[src/rtl/bhc_pkg.sv]
// Shared types, codes, reset values and sector tables for the hall commutator.
// No dependencies; imported by every module in rtl/.
package bhc_pkg;

  // Event codes carried in the action field
  localparam logic [2:0] ACT_TICK   = 3'd0;
  localparam logic [2:0] ACT_HALL_A = 3'd1;
  localparam logic [2:0] ACT_HALL_B = 3'd2;
  localparam logic [2:0] ACT_HALL_C = 3'd3;
  localparam logic [2:0] ACT_SPEED  = 3'd4;

  // Configuration register indexes
  localparam logic [2:0] REG_STALL_LIMIT    = 3'd0;
  localparam logic [2:0] REG_COMMAND_OFFSET = 3'd1;
  localparam logic [2:0] REG_MIN_COMMAND    = 3'd2;
  localparam logic [2:0] REG_KICK_THRESHOLD = 3'd3;
  localparam logic [2:0] REG_COMPARE_GAP    = 3'd4;

  // Phase codes and low-side switch bits
  localparam logic [1:0] PH_NONE = 2'd0;
  localparam logic [1:0] PH_U    = 2'd1;
  localparam logic [1:0] PH_V    = 2'd2;
  localparam logic [1:0] PH_W    = 2'd3;
  localparam logic [2:0] LO_NONE = 3'b000;
  localparam logic [2:0] LO_U    = 3'b001;
  localparam logic [2:0] LO_V    = 3'b010;
  localparam logic [2:0] LO_W    = 3'b100;

  // Hall-edge sectors
  localparam logic [2:0] SEC_NONE = 3'd0;
  localparam logic [2:0] SEC_1    = 3'd1;
  localparam logic [2:0] SEC_2    = 3'd2;
  localparam logic [2:0] SEC_3    = 3'd3;
  localparam logic [2:0] SEC_4    = 3'd4;
  localparam logic [2:0] SEC_5    = 3'd5;
  localparam logic [2:0] SEC_6    = 3'd6;

  // Reset values
  localparam logic [7:0] STALL_LIMIT_RST    = 8'd100;
  localparam logic [7:0] COMMAND_OFFSET_RST = 8'd250;
  localparam logic [7:0] MIN_COMMAND_RST    = 8'd190;
  localparam logic [7:0] KICK_THRESHOLD_RST = 8'd225;
  localparam logic [7:0] COMPARE_GAP_RST    = 8'd10;
  localparam logic [7:0] CMP_A_RST          = 8'd220;
  localparam logic [7:0] CMP_B_RST          = 8'd210;

  typedef struct packed {
    logic [2:0] action;
    logic [2:0] hall_bits;
    logic [7:0] speed_byte;
  } item_in_t;

  typedef struct packed {
    logic [1:0] high_side;
    logic [2:0] low_side_mask;
    logic [7:0] compare_a;
    logic [7:0] compare_b;
    logic       running;
    logic [7:0] revolution_count;
  } item_out_t;

  typedef struct packed {
    logic [7:0] stall_limit;
    logic [7:0] command_offset;
    logic [7:0] min_command;
    logic [7:0] kick_threshold;
    logic [7:0] compare_gap;
  } cfg_t;

  typedef struct packed {
    logic [7:0] stall_count;
    logic       run_flag;
    logic [1:0] high_sel;
    logic [2:0] low_mask;
    logic [2:0] start_sector;
    logic [7:0] revolutions;
    logic [7:0] speed_level;
    logic [7:0] cmp_a_reg;
    logic [7:0] cmp_b_reg;
  } state_t;

  function automatic logic [1:0] sector_high(input logic [2:0] sec);
    logic [1:0] ph;
    case (sec)
      SEC_1:   ph = PH_V;
      SEC_2:   ph = PH_W;
      SEC_3:   ph = PH_W;
      SEC_4:   ph = PH_U;
      SEC_5:   ph = PH_V;
      SEC_6:   ph = PH_U;
      default: ph = PH_NONE;
    endcase
    return ph;
  endfunction

  function automatic logic [2:0] sector_low(input logic [2:0] sec);
    logic [2:0] lo;
    case (sec)
      SEC_1:   lo = LO_U;
      SEC_2:   lo = LO_V;
      SEC_3:   lo = LO_U;
      SEC_4:   lo = LO_W;
      SEC_5:   lo = LO_W;
      SEC_6:   lo = LO_V;
      default: lo = LO_NONE;
    endcase
    return lo;
  endfunction

endpackage

[src/rtl/bhc_cfg_regs.sv]
// Configuration register file of the hall commutator.
// Depends on bhc_pkg (cfg_t, register indexes, reset values).
module bhc_cfg_regs import bhc_pkg::*; (
  input  logic       clk,
  input  logic       rst,
  input  logic       cfg_write,
  input  logic [2:0] cfg_index,
  input  logic [7:0] cfg_data,
  output cfg_t       cfg
);

  always_ff @(posedge clk) begin
    if (rst) begin
      cfg.stall_limit    <= STALL_LIMIT_RST;
      cfg.command_offset <= COMMAND_OFFSET_RST;
      cfg.min_command    <= MIN_COMMAND_RST;
      cfg.kick_threshold <= KICK_THRESHOLD_RST;
      cfg.compare_gap    <= COMPARE_GAP_RST;
    end else if (cfg_write) begin
      case (cfg_index)
        REG_STALL_LIMIT:    cfg.stall_limit    <= cfg_data;
        REG_COMMAND_OFFSET: cfg.command_offset <= cfg_data;
        REG_MIN_COMMAND:    cfg.min_command    <= cfg_data;
        REG_KICK_THRESHOLD: cfg.kick_threshold <= cfg_data;
        REG_COMPARE_GAP:    cfg.compare_gap    <= cfg_data;
        default: ;  // unmapped index: ignored
      endcase
    end
  end

endmodule

[src/rtl/bhc_step.sv]
// Next-state logic for one event of the hall commutator.
// Depends on bhc_pkg (item, state and config types, sector tables).
module bhc_step import bhc_pkg::*; (
  input  item_in_t item,
  input  state_t   cur,
  input  cfg_t     cfg,
  output state_t   nxt
);

  logic [7:0] cmd_raw;
  logic [7:0] cmd;
  logic [7:0] stall_inc;
  logic       stalled;
  logic [2:0] edge_sec;
  logic       kick_pos_ok;

  assign cmd_raw     = cfg.command_offset - cur.speed_level;
  assign cmd         = (cmd_raw < cfg.min_command) ? cfg.min_command : cmd_raw;
  assign stall_inc   = (cur.stall_count < cfg.stall_limit) ? cur.stall_count + 8'd1
                                                           : cur.stall_count;
  assign stalled     = (stall_inc >= cfg.stall_limit);
  assign kick_pos_ok = (item.hall_bits != SEC_NONE) && (item.hall_bits != 3'd7);

  // Sector picked by the edge direction of the sensor that moved
  always_comb begin
    case (item.action)
      ACT_HALL_A: edge_sec = item.hall_bits[0] ? SEC_3 : SEC_4;
      ACT_HALL_B: edge_sec = item.hall_bits[1] ? SEC_6 : SEC_1;
      ACT_HALL_C: edge_sec = item.hall_bits[2] ? SEC_5 : SEC_2;
      default:    edge_sec = SEC_NONE;
    endcase
  end

  always_comb begin
    nxt = cur;
    case (item.action)
      ACT_TICK: begin
        if (cur.run_flag) begin
          nxt.cmp_a_reg = cmd;
          nxt.cmp_b_reg = cmd - cfg.compare_gap;
        end else begin
          nxt.high_sel = PH_U;
          nxt.low_mask = cur.low_mask & LO_U;
        end
        nxt.stall_count = stall_inc;
        nxt.run_flag    = !stalled;
        // stopped and command low enough: kick from present hall position
        if (stalled && (cmd < cfg.kick_threshold)) begin
          if (kick_pos_ok) begin
            nxt.low_mask     = nxt.low_mask | sector_low(item.hall_bits);
            nxt.high_sel     = sector_high(item.hall_bits);
            nxt.start_sector = item.hall_bits;
          end
          nxt.run_flag    = 1'b1;
          nxt.stall_count = 8'd0;
        end
      end
      ACT_HALL_A, ACT_HALL_B, ACT_HALL_C: begin
        nxt.stall_count = 8'd0;
        nxt.high_sel    = sector_high(edge_sec);
        nxt.low_mask    = sector_low(edge_sec);
        if (cur.start_sector == edge_sec) begin
          nxt.revolutions = cur.revolutions + 8'd1;
        end
      end
      ACT_SPEED: begin
        nxt.speed_level = item.speed_byte;
      end
      default: ;  // unused codes leave the state alone
    endcase
  end

endmodule

[src/rtl/bldc_hall_commutator_core.sv]
// Top level of the six-step hall commutator: input register, step logic, result register.
// Depends on bhc_pkg, bhc_cfg_regs and bhc_step.
//
//  channel | direction | handshake          | payload
//  --------+-----------+--------------------+--------------------------------------
//  in      | input     | in_valid/in_ready  | in_data  (item_in_t: action, halls, byte)
//  out     | output    | out_valid/out_ready| out_data (item_out_t: drive, compares, ...)
//  cfg     | input     | cfg_write          | cfg_index, cfg_data (no read-back)
//
// Flow: one transaction in per clock while in_ready is high; each result passes
//   through the input register, then the result register through one level of
//   step logic that updates the motor state.
// Reset: rst (sync, high) loads the register reset values and empties both stages.
// Stalls: with out_ready low a full result register holds and the input register
//   still fills; in_ready drops only when both are full and out_ready is low.
module bldc_hall_commutator_core import bhc_pkg::*; (
  input  logic      clk,
  input  logic      rst,
  input  logic      in_valid,
  output logic      in_ready,
  input  item_in_t  in_data,
  output logic      out_valid,
  input  logic      out_ready,
  output item_out_t out_data,
  input  logic      cfg_write,
  input  logic [2:0] cfg_index,
  input  logic [7:0] cfg_data
);

  cfg_t     cfg;
  state_t   state;
  state_t   state_next;
  item_in_t s1_item;
  logic     s1_valid;
  logic     adv;    // stage-1 transaction moves into the result register

  bhc_cfg_regs u_cfg (
    .clk       (clk),
    .rst       (rst),
    .cfg_write (cfg_write),
    .cfg_index (cfg_index),
    .cfg_data  (cfg_data),
    .cfg       (cfg)
  );

  bhc_step u_step (
    .item (s1_item),
    .cur  (state),
    .cfg  (cfg),
    .nxt  (state_next)
  );

  assign adv      = s1_valid && (!out_valid || out_ready);
  assign in_ready = !s1_valid || adv;

  // Input register
  always_ff @(posedge clk) begin
    if (rst) begin
      s1_valid <= 1'b0;
    end else if (in_ready) begin
      s1_valid <= in_valid;
    end
    if (in_valid && in_ready) begin
      s1_item <= in_data;
    end
  end

  // Motor state: committed when the event leaves stage 1
  always_ff @(posedge clk) begin
    if (rst) begin
      state.stall_count  <= 8'd0;
      state.run_flag     <= 1'b0;
      state.high_sel     <= PH_NONE;
      state.low_mask     <= LO_NONE;
      state.start_sector <= SEC_NONE;
      state.revolutions  <= 8'd0;
      state.speed_level  <= 8'd0;
      state.cmp_a_reg    <= CMP_A_RST;
      state.cmp_b_reg    <= CMP_B_RST;
    end else if (adv) begin
      state <= state_next;
    end
  end

  // Result register: shows the state after the event
  always_ff @(posedge clk) begin
    if (rst) begin
      out_valid <= 1'b0;
    end else if (adv) begin
      out_valid <= 1'b1;
    end else if (out_ready) begin
      out_valid <= 1'b0;
    end
    if (adv) begin
      out_data.high_side        <= state_next.high_sel;
      out_data.low_side_mask    <= state_next.low_mask;
      out_data.compare_a        <= state_next.cmp_a_reg;
      out_data.compare_b        <= state_next.cmp_b_reg;
      out_data.running          <= state_next.run_flag;
      out_data.revolution_count <= state_next.revolutions;
    end
  end

  // in_ready drops only with both stages full and the sink stalled
  a_ready_backpressure: assert property (@(posedge clk) disable iff (rst)
    !in_ready |-> (s1_valid && out_valid && !out_ready))
    else $error("in_ready low without full pipeline and stalled output");

  // every transaction leaving stage 1 lands in the result register
  a_adv_fills_out: assert property (@(posedge clk) disable iff (rst)
    adv |=> out_valid)
    else $error("result register empty after advance");

  // motor state moves only with a transaction
  a_state_holds: assert property (@(posedge clk) disable iff (rst)
    !adv |=> $stable(state))
    else $error("motor state changed without a transaction");

  // revolution count steps by at most one per event
  a_rev_step: assert property (@(posedge clk) disable iff (rst)
    adv |=> ((state.revolutions == $past(state.revolutions)) ||
             (state.revolutions == $past(state.revolutions) + 8'd1)))
    else $error("revolution count jumped");

endmodule
[config.mk]
export PLATFORM = sky130hd
export DESIGN_NAME = bldc_hall_commutator_core
export DESIGN_NICKNAME = d
export VERILOG_FILES = /design/src/rtl/bhc_pkg.sv /design/src/rtl/bhc_cfg_regs.sv /design/src/rtl/bhc_step.sv /design/src/rtl/bldc_hall_commutator_core.sv
export SDC_FILE = /design/constraint.sdc
export NUM_CORES = 1
export LEC_CHECK = 0
export BUFFER_PORTS_ARGS = -buffer_cell sky130_fd_sc_hd__clkbuf_2
export CORE_MARGIN = 4
export CORE_UTILIZATION = 30
export DETAILED_ROUTE_END_ITERATION = 8
export GPL_TIMING_DRIVEN = 0
export PLACE_DENSITY = 0.57
export SETUP_SLACK_MARGIN = 0.2
export SYNTH_ARGS = -nofsm -noshare
export SYNTH_HDL_FRONTEND = slang
export SYNTH_SLANG_ARGS = --single-unit
[constraint.sdc]
create_clock -name clk -period 6.8 [get_ports clk]
set_input_delay 0.68 -clock clk [delete_from_list [all_inputs] [get_ports clk]]
set_output_delay 0.68 -clock clk [all_outputs]
set_load 0.05 [all_outputs]
==> run_results.csv, run 1 <==
group,metric,value,unit
floorplanning,rows,55,
synthesis,synth_nets,825,
global_route,antenna_found_initial,0,
power,p_leak,3.325,nW
timing,tightest_slew,0.9668,ns
power,powerDensity,256.2,nW/um^2
setup_path,critPathArrivalTime,5.66,ns
setup_path,crit_type,"flop to flop",
setup_path,startpoint_type,"flop",
setup_path,end_kind,"flop",
timing,relSlewSlack,0.3505,
clocking,clock_path_buffers,2,
drt,drtIter0Drc,324,
setup_path,r2r_cells,23,
layout,final_area,8218,sq um
layout,final_nets,906,
drt,avgViaCountPerCell,4.722,
hold_path,whs_path_depth,1,
clocking,clk_pin_slew,0.06,ns
floorplanning,start_util,0.3042,
drt,drc,0,
place,numPortBuffers,61,
drt,drt-pass1-iter-count,4,
hold_path,hold_path.class,"input port to flop",
synthesis,netlist_area,6887,sq um
global_route,overflow,0,
synthesis,ys_top_cells_by_area,"dfxtp_1, edfxtp_1, ha_1",
floorplanning,core,22640,sq um
floorplanning,dieWidth,159.5,um
timing,whs,0.4305,ns
layout,antenna_cells,0,
synthesis,ys_async_sr_fraction,0,
timing,period_minus_slack,5.360,ns
place,dp_hpwl,12570,um
timing,timing.fmax,186.6,MHz
timing,rsz0062_at_grt,"no",
power,totalPowerFinal,2.106,mW
setup_path,critPathMaxFanout,9,
clocking,postCtsSetupBuffers,0,
setup_path,cp_cell_sequence,"ha_1 > inv_1 > fa_1 > a21o_1 > a21oi_1 > o21bai_1 > a21oi_1 > xnor2_1 > ha_1 > nand2_1 > o21ai_2 > nor2_1 > a21oi_1 > inv_1 > ha_1 > a21oi_1 > o211ai_1 > nor2_1 > o21ai_0 > o2111ai_1 > inv_1 > o211ai_1 > nand3_1",
setup_path,reg2reg_from,"state[16]",
timing,fin_crit_sh,0.7882,
floorplanning,dieArea,25440,sq um
synthesis,ys_ff_latch,135,
floorplanning,die_y,159.5,um
clocking,insertion_delay,0.42,ns
synthesis,yosysSeqAreaShare,0.4564,
timing,drv_slew,0,
layout,area_growth,19.33,%
global_route,grt_max_degree,35,
floorplanning,io_pins,62,
global_route,grt_pass1_vias,5228,
hold_path,hold_end,"s1_item[3]",
layout,multiInputGateArea,3398,sq um
layout,layout.area.seq,3143,sq um
drt,antenna_left,0,
hold_path,min-delay-start,"in_data[3]",
global_route,grtUsageTotal,0.1358,
clocking,cts_tree,"yes",
global_route,grt_pass1_wl,27630,um
place,gp_congestion,0.8044,
layout,most-common-layout-cells,"nand2_1, dfxtp_1, clkbuf_2",
synthesis,synth_edf_count,44,
clocking,cts_num_sinks,135,
clocking,cts_root_buffer,"clkbuf_16",
layout,fillers,2303,
timing,finalSetupTns,0,ns
clocking,hold_buffers,0,
setup_path,rrSetupSlack,1.44,ns
place,post_dp_cell_area,7570,sq um
synthesis,yosys_warnings,0,
drt,drt-total-wl,16710,um
synthesis,synthCells,748,
timing,hold_viol,0,
clocking,cts_resized,0,
setup_path,cp_common_cell,"a21oi_1",
outcome,status,"completed",
setup_path,critPathSlowestCell,"o2111ai_1",
synthesis,ys.flop_type,"dfxtp_1",
synthesis,ys_types,53,
setup_path,regToRegEndpoint,"state[46]",
clocking,cts_buffers,17,
setup_path,critical_path_required,7.10,ns
synthesis,syn_avg_cell_area,9.207,sq um
synthesis,synth_top_area_frac,0.2645,
power,peakVddDrop,0.0002398,V
layout,drive_gt1_frac,0.1437,
timing,setup_viol,0,
timing,skew,0.01146,ns
drt,vias,5322,
clocking,htree_levels,4,
drt,wl_per_cell,14.83,um
layout,layout_commonest_cell,"nand2_1",
run,cap_violations,0,
synthesis,yosysTopAreaCell,"dfxtp_1",
setup_path,critical_path.max_stage_delay,0.61,ns
## sequential cells by signal, indices dropped and copies added (netlist names)
register,flops
out_data,30
s1_item,14
state,49
s1_valid,1
u_cfg.cfg,40
out_valid,1
## kinds of logic after synthesis
family	count (synthesis)	share of synthesized area
and+or+nand+nor	249	0.1566
muxes	35	0.05305
adders and majority gates	47	0.08757
DFF	135	0.4564
buffers and inverters	88	0.05015
AOI/OAI and AO/OA	157	0.1492
xor gates and xnor gates	37	0.04706
## report_power, final
part | switching [mW] | internal (mW) | leakage [nW]
clock network | 0.366 | 0.638 | 0.312
logic | 0.153 | 0.0793 | 1.87
registers | 0.0104 | 0.858 | 1.14
## worst max-delay path by stage
stage	startpoint	to	slack [ns]	cells past startpoint
floorplan	u_cfg.cfg[24]	state[34]	2.43	23
global placement	state[16]	state[46]	1.52	23
global route	state[16]	state[46]	0.88	23
CTS	state[16]	state[46]	1.52	23
finish	state[16]	state[46]	1.44	23
detailed placement	state[16]	state[46]	1.52	23
## critical path: cells and delay by family (launching register included)
kind                     cells  cell delay [ns]
buffers and inverters        3             0.40
XOR/XNOR                     1             0.15
adder cells (fa/ha/maj)      4             1.23
flip-flops                   1             0.37
AO/OA/AOI/OAI               11             2.67
AND/OR/NAND/NOR              4             0.40
## synthesized netlist by cell type (all sizes together), types with 13 or more instances
library cell,number
edfxtp,44
mux2i,23
o21ai,36
nor3,13
dfxtp,91
a21oi,52
nand2,126
xnor2,23
clkbuf,26
nor2,61
inv,55
o211ai,21
nand3,15
ha,45
xor2,14
## routing by layer
layer / wire length (um) / vias to the layer above / global-route usage
li1: - / 2763 / -
met1: 8587 / 2463 / 0.1958
met2: 7338 / 89 / 0.2067
met3: 657 / 7 / 0.02977
met4: 127 / 0 / 0.03432
met5: 0 / - / 0
## area by class of cell
type	instances	share of cell area
Multi-Input combinational cell	525	0.4135
Sequential cell	135	0.3825
Clock buffer	18	0.05481
Tap cell	285	0.04339
Timing Repair Buffer	62	0.03959
Inverter	55	0.02512
Clock inverter	14	0.02406
Buffer	33	0.01705
## metrics by stage
| stage | instances | util | setup slack (ns) |
|---|---|---|---|
| after global routing | 1127 | 0.3630 | 0.8806 |
| after CTS | 1127 | 0.3630 | 1.518 |
| after global placement | 1094 | 0.3334 | 1.524 |
| final | 1127 | 0.3630 | 1.440 |
| after detailed placement | 1095 | 0.3343 | 1.524 |
| after floorplan | 748 | - | 2.435 |
No activity file was read; power rests on OpenSTA's default activity.
==> inputs of run 2 (changes only) <==
--- a/config.mk
+++ b/config.mk
@@ -5,6 +5,7 @@
 export SDC_FILE = /design/constraint.sdc
 export NUM_CORES = 1
 export LEC_CHECK = 0
+export ABC_AREA = 1
 export BUFFER_PORTS_ARGS = -buffer_cell sky130_fd_sc_hd__clkbuf_2
 export CORE_MARGIN = 4
 export CORE_UTILIZATION = 30
==> constraint.sdc (replaced) <==
create_clock -name clk -period 5.35 [get_ports clk]
set_input_delay 0.535 -clock clk [delete_from_list [all_inputs] [get_ports clk]]
set_output_delay 0.535 -clock clk [all_outputs]
set_load 0.05 [all_outputs]
==> run 2 against run 1 <==
Against the previous run:
- global-route usage down 0.16 points
- design area down 2.0%
- via count up 4.5%
- setup slack worse by 0.76 ns
- utilization up 0.14 points
- critical path type unchanged
==> run_results.csv, run 2 <==
group,metric,value,unit
outcome,status,"completed",
synthesis,ys_top_cells_by_area,"dfxtp_1, edfxtp_1, nand2_1",
drt,avgViaCountPerCell,4.614,
drt,drtIter0Drc,272,
floorplanning,io_pins,62,
timing,whs,0.2830,ns
layout,area_growth,18.32,%
setup_path,cp_common_cell,"nand2_1",
floorplanning,die_y,158.6,um
synthesis,synth_common_cells,"nand2_1, inv_1, dfxtp_1",
layout,largest_registers,"state x49, u_cfg.cfg x40, out_data x30",
synthesis,ys_ff_latch,135,
place,post_dp_cell_area,7481,sq um
place,numPortBuffers,61,
setup_path,cp_cell_sequence,"ha_1 > inv_1 > fa_1 > nand3_1 > nand2_1 > nand2_1 > nand2_1 > a21oi_1 > xnor2_1 > ha_1 > nand2_1 > o21a_1 > nand2_1 > o21ai_0 > ha_1 > nand2_1 > nand2_1 > a21oi_1 > o221ai_1 > xor2_1 > xnor2_1 > nand2_1 > o21a_1",
synthesis,synthCells,832,
floorplanning,rows,54,
synthesis,synth-xor-area-share,0.03328,
global_route,grt_pass1_vias,5338,
synthesis,ys_types,40,
timing,skew,0.006758,ns
synthesis,synth_edf_count,44,
floorplanning,dieArea,25150,sq um
power,totalPowerFinal,2.671,mW
setup_path,critical_path.max_stage_delay,0.64,ns
layout,drive_gt1_frac,0.1296,
global_route,grt_max_degree,34,
setup_path,critical_path_required,5.52,ns
synthesis,synth_most_common_cell,"nand2_1",
timing,timing.fmax,214.2,MHz
layout,final_nets,990,
timing,relSlewSlack,0.4045,
global_route,antenna_found_initial,0,
setup_path,startpoint_type,"flop",
synthesis,synth_nets,909,
run,cap_violations,0,
clocking,clock_path_buffers,2,
setup_path,critPathSlowestCell,"o21ai_0",
clocking,cts_buffers,17,
synthesis,syn_avg_cell_area,8.178,sq um
setup_path,end_kind,"flop",
layout,largest_reg_flops,49,
layout,layout_commonest_cell,"nand2_1",
timing,drv_slew,0,
layout,most-common-layout-cells,"nand2_1, inv_1, dfxtp_1",
timing,hold_viol,0,
drt,drt-pass1-iter-count,5,
clocking,htree_levels,4,
clocking,postCtsSetupBuffers,0,
layout,final_area,8050,sq um
floorplanning,core,22090,sq um
synthesis,yosysSeqAreaShare,0.4619,
timing,setup_viol,0,
power,powerDensity,331.8,nW/um^2
setup_path,cp_num_buf_inv,1,
setup_path,crit_type,"flop to flop",
timing,rsz0062_at_grt,"no",
power,p_leak,3.662,nW
floorplanning,dieWidth,158.6,um
setup_path,critPathMaxFanout,5,
hold_path,hold_path.class,"input port to flop",
layout,fillers,2257,
synthesis,netlist_area,6804,sq um
power,combPwrFrac,0.156,
synthesis,synth_simple_gate_area_share,0.1712,
synthesis,ys.flop_type,"dfxtp_1",
drt,drt-total-wl,16240,um
power,clockPowerShare,0.421,
global_route,grtUsageTotal,0.1343,
timing,finalSetupTns,0,ns
drt,antenna_left,0,
place,gp_congestion,0.8810,
synthesis,muxShareOfSynthArea,0.001655,
synthesis,yosys_warnings,0,
power,seqPwrFrac,0.423,
layout,antenna_cells,0,
power,peakVddDrop,0.0001910,V
drt,drc,0,
synthesis,synth_top_family_by_area,"simple AND/OR/NAND/NOR gates",
power,switching_power,0.7490,mW
power,switching_share,0.2804,
timing,tightest_slew,0.8851,ns
timing,period_minus_slack,4.668,ns
drt,wl_per_cell,13.46,um
timing,fin_crit_sh,0.8724,
clocking,cts_num_sinks,135,
floorplanning,start_util,0.3080,
clocking,cts_tree,"yes",
synthesis,synth_adder_area_share,0.08864,
global_route,overflow,0,
clocking,clk_pin_slew,0.06,ns
synthesis,synth_top_area_frac,0.2677,
power,p_int,1.922,mW
synthesis,synth_compound_area_frac,0.1532,
synthesis,ys_async_sr_fraction,0,
synthesis,yosysTopAreaCell,"dfxtp_1",
global_route,grt_pass1_wl,26390,um
drt,vias,5564,
place,dp_hpwl,12250,um
layout,largest-register,"state",
setup_path,cpLargestDelayFamily,"compound AO/OA/AOI/OAI gates",
clocking,insertion_delay,0.42,ns
setup_path,critPathArrivalTime,4.84,ns
clocking,cts_root_buffer,"clkbuf_16",
## run 2: changes by cell type after synthesis, moves of 7 or more
cell,delta
a21oi_1,+38
mux2_2,-11
and3_1,-7
mux2i_1,-23
inv_1,+80
nand2_1,+31
xnor2_1,-13
nor3_1,-9
o21ai_0,+42
nor2_1,-14
nand3_1,+16
## run 2: cell families after synthesis
family / after synthesis
adders and majority gates: 47
buffers and inverters: 161
AOI/OAI and AO/OA: 194
xor gates and xnor gates: 25
DFF: 135
and+or+nand+nor: 269
muxes: 1
## run 2: power by group through the flow
stage,combinational (mW),sequential [mW],clock [mW]
floorplan,0.259,1.19,0
global placement,0.407,1.15,0
detailed placement,0.414,1.15,0
CTS,0.416,1.13,1.15
global route,0.471,1.13,1.20
finish,0.416,1.13,1.13
## run 2: worst register-to-register path, cell delays in order, from the launching register on
cell	delay, ns
dfxtp_1	0.36
ha_1	0.15
inv_1	0.06
fa_1	0.40
nand3_1	0.11
nand2_1	0.06
nand2_1	0.07
nand2_1	0.07
a21oi_1	0.17
xnor2_1	0.18
ha_1	0.28
nand2_1	0.08
o21a_1	0.17
nand2_1	0.13
o21ai_0	0.64
ha_1	0.37
nand2_1	0.06
nand2_1	0.04
a21oi_1	0.25
o221ai_1	0.17
xor2_1	0.17
xnor2_1	0.20
nand2_1	0.08
o21a_1	0.13
## run 2: layer usage
metal / wire length (um) / up-vias / GRT usage
met3: 839 / 32 / 0.03099
met4: 514 / 0 / 0.06539
met2: 7292 / 121 / 0.2146
met5: 0 / - / 0
met1: 7590 / 2504 / 0.1710
li1: - / 2907 / -
## run 2: layout make-up
type	instances	area [sq um]	area share
Clock buffer	18	429.2	0.05331
Clock inverter	14	133.9	0.01663
Buffer	22	92.59	0.01150
Sequential cell	135	3143	0.3904
Tap cell	280	350.3	0.04352
Timing Repair Buffer	62	325.3	0.04041
Inverter	139	523.0	0.06497
Multi-Input combinational cell	536	3053	0.3792
## run 2: repair_timing
item | 4_1_cts | 5_1_grt
hold buffers | 0 | 0
gates resized for setup | 0 | 3
setup endpoints to repair | 0 | 22
## run 2: worst paths after layout
path	start	to	slack [ns]	cells past startpoint
worst max register to register	state[16]	out_data[16]	0.68	23
worst min register to register	u_cfg.cfg[10]	u_cfg.cfg[10]	0.46	2
worst max-delay path	state[16]	out_data[16]	0.68	23
worst min-delay path	in_data[3]	s1_item[3]	0.28	1
## run 2: per-stage QoR
stage                     setup WS (ns)  cells    util
after floorplan                   1.344    832       -
after global placement           0.4305   1173  0.3376
after detailed placement         0.3349   1174  0.3386
after CTS                        0.2714   1206  0.3641
after global routing             0.2798   1206  0.3644
final                            0.6824   1206  0.3644
